File: config.mk
export PLATFORM = sky130hd
export DESIGN_NAME = indexed_list_engine
export DESIGN_NICKNAME = d
export VERILOG_FILES = /design/src/ile_pkg.sv /design/src/ile_ram.sv /design/src/indexed_list_engine.sv
export SDC_FILE = /design/constraint.sdc
export NUM_CORES = 2
export LEC_CHECK = 0
export BUFFER_PORTS_ARGS = -buffer_cell sky130_fd_sc_hd__buf_4
export CORE_UTILIZATION = 50
export CTS_CLUSTER_DIAMETER = 150
export DETAILED_ROUTE_END_ITERATION = 10
export PLACE_DENSITY = 0.65
export SKIP_LAST_GASP = 1
export SLEW_MARGIN = 20
export SYNTH_ARGS = -nofsm -noshare
export SYNTH_HDL_FRONTEND = slang
export SYNTH_SLANG_ARGS = --single-unit
File: constraint.sdc
create_clock -name i_clk -period 5.6 [get_ports i_clk]
set_input_delay 1.4 -clock i_clk [delete_from_list [all_inputs] [get_ports i_clk]]
set_output_delay 1.4 -clock i_clk [all_outputs]
set_load 0.03 [all_outputs]
File: src/ile_pkg.sv
// shared constants and codes for the indexed list engine
package ile_pkg;

    // list storage
    localparam int DEPTH      = 64;
    localparam int DATA_WIDTH = 32;
    localparam int ADDR_W     = $clog2(DEPTH);
    localparam int LEN_W      = $clog2(DEPTH + 1);

    // field widths
    localparam int KIND_W   = 2;
    localparam int POS_W    = 7;
    localparam int VALUE_W  = 32;
    localparam int STATUS_W = 2;
    localparam int COUNT_W  = 7;

    // packed stream widths, rounded up to whole bytes
    localparam int S_DATA_W = ((POS_W + VALUE_W + 7) / 8) * 8;
    localparam int M_DATA_W = ((VALUE_W + STATUS_W + COUNT_W + 7) / 8) * 8;

    // operation codes
    localparam logic [KIND_W-1:0] KIND_INSERT = 2'd0;
    localparam logic [KIND_W-1:0] KIND_REMOVE = 2'd1;
    localparam logic [KIND_W-1:0] KIND_READ   = 2'd2;

    // result status codes
    localparam logic [STATUS_W-1:0] STAT_OK      = 2'd0;
    localparam logic [STATUS_W-1:0] STAT_BAD_POS = 2'd1;
    localparam logic [STATUS_W-1:0] STAT_FULL    = 2'd2;

endpackage

File: src/ile_ram.sv
// generic single write port ram with registered read
module ile_ram #(
    parameter int WIDTH = 32,
    parameter int DEPTH = 64
) (
    input  logic                     i_clk,
    input  logic                     i_we,
    input  logic [$clog2(DEPTH)-1:0] i_waddr,
    input  logic [WIDTH-1:0]         i_wdata,
    input  logic [$clog2(DEPTH)-1:0] i_raddr,
    output logic [WIDTH-1:0]         o_rdata
);

    logic [WIDTH-1:0] r_mem [DEPTH];
    logic [WIDTH-1:0] r_rdata;

    // write port and registered read port
    always_ff @(posedge i_clk) begin
        if (i_we) begin
            r_mem[i_waddr] <= i_wdata;
        end
        r_rdata <= r_mem[i_raddr];
    end

    assign o_rdata = r_rdata;

endmodule

File: src/indexed_list_engine.sv
// indexed list engine: ordered list with insert, remove and read by position
//
//  channel   dir  tdata fields (low bit up)               tuser
//  s_axis    in   position[6:0], value[38:7], zero pad    kind[1:0]
//  m_axis    out  data[31:0], status[33:32], count[40:34] -
//
//  one transfer in at a time; s_axis_tready is high only while the sequencer idles
//  errors and a full list go straight to the result; a read fetches the entry, a remove
//  fetches it and then moves each later entry down, an insert moves each entry from the
//  insert point up and then writes the value; entries move through the single ram port pair
//  a new item is taken while the last result still waits in the output register
//  synchronous active-low reset clears the length and the handshake state only
module indexed_list_engine (
    input  logic                         i_clk,
    input  logic                         i_rst_n,
    input  logic                         s_axis_tvalid,
    output logic                         s_axis_tready,
    input  logic [ile_pkg::S_DATA_W-1:0] s_axis_tdata,  // position, value, pad
    input  logic [ile_pkg::KIND_W-1:0]   s_axis_tuser,  // kind
    output logic                         m_axis_tvalid,
    input  logic                         m_axis_tready,
    output logic [ile_pkg::M_DATA_W-1:0] m_axis_tdata   // data, status, count, pad
);

    import ile_pkg::*;

    typedef enum logic [3:0] {
        S_IDLE,
        S_SH_RD,
        S_SH_WR,
        S_INS_WR,
        S_RD_ISS,
        S_RD_CAP,
        S_RM_RD,
        S_RM_WR,
        S_DONE
    } t_state;

    t_state                  r_state;
    logic [KIND_W-1:0]       r_kind;
    logic [DATA_WIDTH-1:0]   r_value;
    logic [ADDR_W-1:0]       r_ptr;
    logic [ADDR_W-1:0]       r_at;
    logic [LEN_W-1:0]        r_len;
    logic [LEN_W-1:0]        r_new_len;
    logic [VALUE_W-1:0]      r_res_data;
    logic [STATUS_W-1:0]     r_res_stat;
    logic                    r_out_valid;
    logic [VALUE_W-1:0]      r_out_data;
    logic [STATUS_W-1:0]     r_out_stat;
    logic [COUNT_W-1:0]      r_out_cnt;

    logic                    in_xfer;
    logic [POS_W-1:0]        in_pos;
    logic [DATA_WIDTH-1:0]   in_value;
    logic                    pos_neg;
    logic [LEN_W-1:0]        pos_u;
    logic                    pos_bad;
    logic [LEN_W-1:0]        ins_clamp;
    logic [ADDR_W-1:0]       ins_at;
    logic                    ram_we;
    logic [ADDR_W-1:0]       ram_waddr;
    logic [DATA_WIDTH-1:0]   ram_wdata;
    logic [ADDR_W-1:0]       ram_raddr;
    logic [DATA_WIDTH-1:0]   ram_rdata;

    // input field unpacking and position decode
    assign in_xfer  = s_axis_tvalid && s_axis_tready;
    assign in_pos   = s_axis_tdata[POS_W-1:0];
    assign in_value = s_axis_tdata[POS_W +: DATA_WIDTH];
    assign pos_neg  = in_pos[POS_W-1];
    assign pos_u    = LEN_W'(in_pos[POS_W-2:0]);
    assign pos_bad  = pos_neg || (pos_u >= r_len);

    // insert point: just after the clamped position, head for negative or empty
    assign ins_clamp = (pos_u < r_len - 1'b1) ? pos_u : (r_len - 1'b1);
    assign ins_at    = (pos_neg || r_len == '0) ? '0 : ADDR_W'(ins_clamp + 1'b1);

    // ram port drive per sequencer step
    always_comb begin
        ram_we    = 1'b0;
        ram_waddr = r_ptr;
        ram_wdata = ram_rdata;
        ram_raddr = r_ptr;
        case (r_state)
            S_SH_RD:  ram_raddr = r_ptr - 1'b1;
            S_SH_WR:  ram_we    = 1'b1;
            S_INS_WR: begin
                ram_we    = 1'b1;
                ram_waddr = r_at;
                ram_wdata = r_value;
            end
            S_RM_RD:  ram_raddr = r_ptr + 1'b1;
            S_RM_WR:  ram_we    = 1'b1;
            default:  ram_raddr = r_ptr;
        endcase
    end

    ile_ram #(
        .WIDTH (DATA_WIDTH),
        .DEPTH (DEPTH)
    ) u_ram (
        .i_clk   (i_clk),
        .i_we    (ram_we),
        .i_waddr (ram_waddr),
        .i_wdata (ram_wdata),
        .i_raddr (ram_raddr),
        .o_rdata (ram_rdata)
    );

    // sequencer, length and output register
    always_ff @(posedge i_clk) begin
        if (!i_rst_n) begin
            r_state     <= S_IDLE;
            r_len       <= '0;
            r_out_valid <= 1'b0;
        end else begin
            if (r_out_valid && m_axis_tready && r_state != S_DONE) begin
                r_out_valid <= 1'b0;
            end
            case (r_state)
                S_IDLE: begin
                    if (in_xfer) begin
                        r_kind     <= s_axis_tuser;
                        r_value    <= in_value;
                        r_res_data <= '0;
                        r_res_stat <= STAT_OK;
                        r_new_len  <= r_len;
                        case (s_axis_tuser)
                            KIND_INSERT: begin
                                if (r_len >= LEN_W'(DEPTH)) begin
                                    r_res_stat <= STAT_FULL;
                                    r_state    <= S_DONE;
                                end else begin
                                    r_at      <= ins_at;
                                    r_ptr     <= ADDR_W'(r_len);
                                    r_new_len <= r_len + 1'b1;
                                    if (r_len > LEN_W'(ins_at)) begin
                                        r_state <= S_SH_RD;
                                    end else begin
                                        r_state <= S_INS_WR;
                                    end
                                end
                            end
                            KIND_REMOVE: begin
                                if (pos_bad) begin
                                    r_res_stat <= STAT_BAD_POS;
                                    r_state    <= S_DONE;
                                end else begin
                                    r_ptr     <= ADDR_W'(pos_u);
                                    r_new_len <= r_len - 1'b1;
                                    r_state   <= S_RD_ISS;
                                end
                            end
                            KIND_READ: begin
                                if (pos_bad) begin
                                    r_res_stat <= STAT_BAD_POS;
                                    r_state    <= S_DONE;
                                end else begin
                                    r_ptr   <= ADDR_W'(pos_u);
                                    r_state <= S_RD_ISS;
                                end
                            end
                            default: begin
                                r_res_stat <= STAT_BAD_POS;
                                r_state    <= S_DONE;
                            end
                        endcase
                    end
                end
                // insert: move entries up one place, from the tail down
                S_SH_RD: r_state <= S_SH_WR;
                S_SH_WR: begin
                    r_ptr <= r_ptr - 1'b1;
                    if (r_ptr - 1'b1 == r_at) begin
                        r_state <= S_INS_WR;
                    end else begin
                        r_state <= S_SH_RD;
                    end
                end
                S_INS_WR: r_state <= S_DONE;
                // read and remove: fetch the entry at the position
                S_RD_ISS: r_state <= S_RD_CAP;
                S_RD_CAP: begin
                    r_res_data <= VALUE_W'(ram_rdata);
                    if (r_kind == KIND_REMOVE && (LEN_W'(r_ptr) + 1'b1) < r_len) begin
                        r_state <= S_RM_RD;
                    end else begin
                        r_state <= S_DONE;
                    end
                end
                // remove: move entries down one place, from the gap up
                S_RM_RD: r_state <= S_RM_WR;
                S_RM_WR: begin
                    r_ptr <= r_ptr + 1'b1;
                    if ((LEN_W'(r_ptr) + LEN_W'(2)) < r_len) begin
                        r_state <= S_RM_RD;
                    end else begin
                        r_state <= S_DONE;
                    end
                end
                // hand the result over once the output register is free
                S_DONE: begin
                    if (!r_out_valid || m_axis_tready) begin
                        r_out_valid <= 1'b1;
                        r_out_data  <= r_res_data;
                        r_out_stat  <= r_res_stat;
                        r_out_cnt   <= COUNT_W'(r_new_len);
                        r_len       <= r_new_len;
                        r_state     <= S_IDLE;
                    end
                end
                default: r_state <= S_IDLE;
            endcase
        end
    end

    // handshake and output packing
    assign s_axis_tready = (r_state == S_IDLE);
    assign m_axis_tvalid = r_out_valid;
    assign m_axis_tdata  = M_DATA_W'({r_out_cnt, r_out_stat, r_out_data});

endmodule

==> results by group <==
CTS
  – Post-CTS Setup Inserts: 0
  – Max Root-Sink Buffers: 3
  – CTS root buffer: clkbuf_16
  – Cts bufs inserted: 214
  – CTS tree: built
  – Worst-Skew Late Latency: 0.86 ns
  – Number of gates resized after cts: 0
  – Clock slew at reported path FFs: 0.06 ns
  – Clock sink count: 2,220
  – CTS Hold Bufs: 0
  – # H-tree levels: 4

Worst setup path
  – R2R Path End: r_state[1]
  – Crit path max fanout: 9
  – Worst setup path startpoint: r_len[1]
  – Critical Path, Cell by Cell: buf_4, inv_1, ha_1, xor2_1, inv_1, ha_1, o21a_1, o21a_1, o21a_1, o22a_1, o21ai_1, buf_4, o21ai_0, ha_1, or3_1, a211oi_1, nor2_1, ha_1, a21oi_1, o21ai_0, o21ai_0, a21oi_1, a31oi_1
  – CP Capture Type: register
  – Max stage delay on crit path: 0.36 ns
  – CP Class: register to register
  – CP startpoint kind: register
  – Crit path to: r_state[1]
  – R2R cell count: 23
  – FF-to-FF setup slack: 0.76 ns
  – CP arrival: 5.57 ns
  – Max stage delay cell, worst path: or3_1
  – CP Data Required Time: 6.33 ns
  – Most used cell, CP: ha_1
  – Worst r2r src: r_len[1]

Synth
  – Async SR Flop Fraction: 0%
  – Register area share after synthesis: 74.7%
  – Synthesized area per cell: 14.9 µm²
  – Syn Inst Count: 5,958
  – Synthesized area: 0.0886 mm²
  – Cell variety after synth: 82
  – Ys Warns: 0
  – Seq cells post-synth: 2,220
  – Ys flop type: edfxtp_1
  – Post-synth EDFFs: 2,176

Hold path
  – HP Class: register to register

Run
  – Maxcap violations: 0

Global route
  – First-pass GRT wire length: 359,000 µm
  – Remaining Overflow, GRT: 0
  – Pin count of the biggest net entering global routing: 168
  – Initial antenna violation count: 13
  – Vias in the first global route: 51,900
  – GRT Util Overall: 27.4%

Finish
  – Multi-input logic area: 0.0213 mm²
  – Cell Count, Final, Fillers Out: 8,577
  – Layout cells sized above 1: 14.1%
  – P&R area growth vs syn: 13.0%
  – Util after Layout: 56.9%
  – Fin nets: 6,142
  – Fillers: 13,500
  – FF/Latch Area: 0.0662 mm²

STA
  – Crit path time final: 4.84 ns
  – Max-slew violation count: 0
  – Setup violators final: 0
  – Final worst path period share: 86.4%
  – Layout Skew: 0.0276 ns
  – Fin. Hold Viols: 0
  – Slew HR: 23.3%
  – RSZ-0062 raised after global routing: false
  – Slew @ Worst Pin: 1.15 ns
  – Fin Setup TNS: 0 ns
  – F_max: 0.207 GHz

Place
  – I/O Buffers: 87
  – Gpl congestion: 0.878
  – Dpl cells: 8,180
  – Dpl hpwl: 137,000 µm

Floorplan
  – Overall die width: 423 µm
  – Row count: 154
  – Top Ports: 96
  – Starting Density: 50.3%
  – Die area: 0.179 mm²
  – DIE HEIGHT: 423 µm
  – Core ar.: 0.176 mm²

Power and ir drop
  – Power Total: 0.0436 W
  – Leakage power: 32.9 nW
  – Power per cell area: 436 mW/mm²
  – VDD IR max: 0.354 mV

Detailed routing
  – Via count: 54,800
  – Total Wirelength: 249,000 µm
  – First-pass iteration count of the detailed router: 8
  – DR WL/cell: 29.1 µm
  – Residual DRC: 0
  – Initial DRC count: 7,424
  – Final ANT Viol Nets: 0
  – Vias per cell: 6.38

Status
  – Outcome: complete, no violations
==> logic make-up (layout without fill, tap and decap cells) <==
kind of cell / Yosys count / in the layout / share of synthesized area, %
compound gates: 871 / 871 / 7.53
xor+xnor: 29 / 29 / 0.295
fa+ha+maj: 40 / 40 / 0.565
buf+inv: 472 / 742 / 2.22
flops: 2220 / 2220 / 74.7
mux: 157 / 157 / 3.40
other cells: 1 / 10 / 0.00423
simple gates: 2168 / 2168 / 11.2
==> where the power goes <==
part / internal [W] / switching [W]
logic: 0.00214 / 0.00645
clock network: 0.00769 / 0.00618
registers: 0.0209 / 0.000281
total: 0.0307 / 0.0129
==> layout by cell type (no fill, tap or decap), types with 34 or more instances in the layout <==
cell type / synthesis / layout
a21oi_1: 34 / 34
ha_1: 40 / 40
buf_4: 10 / 279
buf_12: 0 / 41
nor3_1: 114 / 114
dfxtp_1: 44 / 44
nor2_1: 113 / 40
nand3_1: 262 / 262
clkbuf_16: 0 / 215
nand2_1: 1168 / 1136
and2_1: 39 / 38
mux4_2: 115 / 115
edfxtp_1: 2176 / 2176
clkbuf_1: 267 / 46
a31oi_1: 81 / 81
clkinv_2: 0 / 39
a211oi_1: 289 / 289
nand4_1: 67 / 67
clkinv_1: 2 / 52
mux2i_1: 42 / 42
nor2_4: 0 / 71
and3_1: 313 / 312
a311oi_1: 244 / 244
a22oi_1: 60 / 60
o21ai_0: 37 / 37
==> per-layer routing <==
layer | GRT usage (%) | part of all wire [%] | up-vias | routed length (µm)
li1 | - | - | 23400 | -
met1 | 39.1 | 40 | 28000 | 100000
met2 | 42.4 | 47 | 2962 | 116000
met3 | 4.43 | 9.4 | 382 | 23500
met4 | 10.7 | 3.8 | 2 | 9390
met5 | 0 | 0.0052 | - | 13
==> layout make-up <==
type                            count  area share [%]
Tap cell                         2340            2.92
Multi-Input combinational cell   3272            21.3
Sequential cell                  2220            66.1
Timing Repair Buffer              320            2.91
Inverter                           28           0.105
Clock inverter                    121           0.979
Clock buffer                      273            5.71
Antenna cell                        3         0.00749
==> cell usage after synthesis (11+ instances only) <==
| cell | number | area, µm² |
|---|---|---|
| o22ai_1 | 16 | 100 |
| a32oi_1 | 15 | 131 |
| edfxtp_1 | 2176 | 65300 |
| nand2_1 | 1168 | 4380 |
| nor3_1 | 114 | 571 |
| buf_1 | 58 | 218 |
| and3_1 | 313 | 1960 |
| nor2_1 | 113 | 424 |
| nand2b_1 | 19 | 119 |
| a31oi_1 | 81 | 507 |
| and2_1 | 39 | 244 |
| a22oi_1 | 60 | 450 |
| a311oi_1 | 244 | 2140 |
| a211oi_1 | 289 | 2170 |
| nor4_1 | 28 | 175 |
| buf_2 | 105 | 526 |
| a21oi_1 | 34 | 170 |
| nand3_1 | 262 | 1310 |
| ha_1 | 40 | 500 |
| mux4_2 | 115 | 2590 |
| xnor2_1 | 20 | 175 |
| or3_1 | 11 | 68.8 |
| o21ai_0 | 37 | 185 |
| inv_1 | 26 | 97.6 |
| mux2i_1 | 42 | 420 |
| clkbuf_1 | 267 | 1000 |
| nand4_1 | 67 | 419 |
| dfxtp_1 | 44 | 881 |
==> flip-flops by register name, summed over array words and instances (netlist names) <==
name / count
r_res_stat: 2
r_ptr: 6
r_value: 32
r_new_len: 7
r_len: 7
r_res_data: 32
r_out_data: 32
r_state: 4
r_at: 6
r_out_stat: 2
r_kind: 2
m_axis_tvalid: 1
u_ram.o_rdata: 32
r_out_cnt: 7
u_ram.r_mem: 2048
==> critical path: cells and delay by family, from the launching register on <==
| kind | cells | cell delay (ns) |
|---|---|---|
| compound gates | 12 | 1.85 |
| flops | 1 | 0.31 |
| simple gates | 2 | 0.45 |
| fa+ha+maj | 4 | 1.11 |
| buf+inv | 4 | 0.68 |
| xor+xnor | 1 | 0.29 |
==> per-stage QoR <==
stage / cell area (µm²) / worst slack (ns) / hold slack (ns)
6_report: 100000 / 0.762 / 0.416
5_1_grt: 100000 / 0.387 / 0.421
4_1_cts: 100000 / 0.821 / 0.410
3_5_place_dp: 93400 / 0.457 / 0.405
3_3_place_gp: 93400 / 0.324 / 0.403
2_1_floorplan: 88600 / 0.836 / 0.400
==> worst min path at each step <==
stage	from	end	slack, ns	cells after the start
floorplan	r_res_data[0]	r_out_data[0]	0.40	0
global placement	r_res_data[16]	r_out_data[16]	0.40	0
detailed placement	r_res_data[15]	r_out_data[15]	0.40	0
CTS	r_res_data[12]	r_out_data[12]	0.41	0
global route	r_res_data[12]	r_out_data[12]	0.42	0
finish	r_res_data[15]	r_out_data[15]	0.42	0
Note: power is estimated with default switching activity, not from simulation.
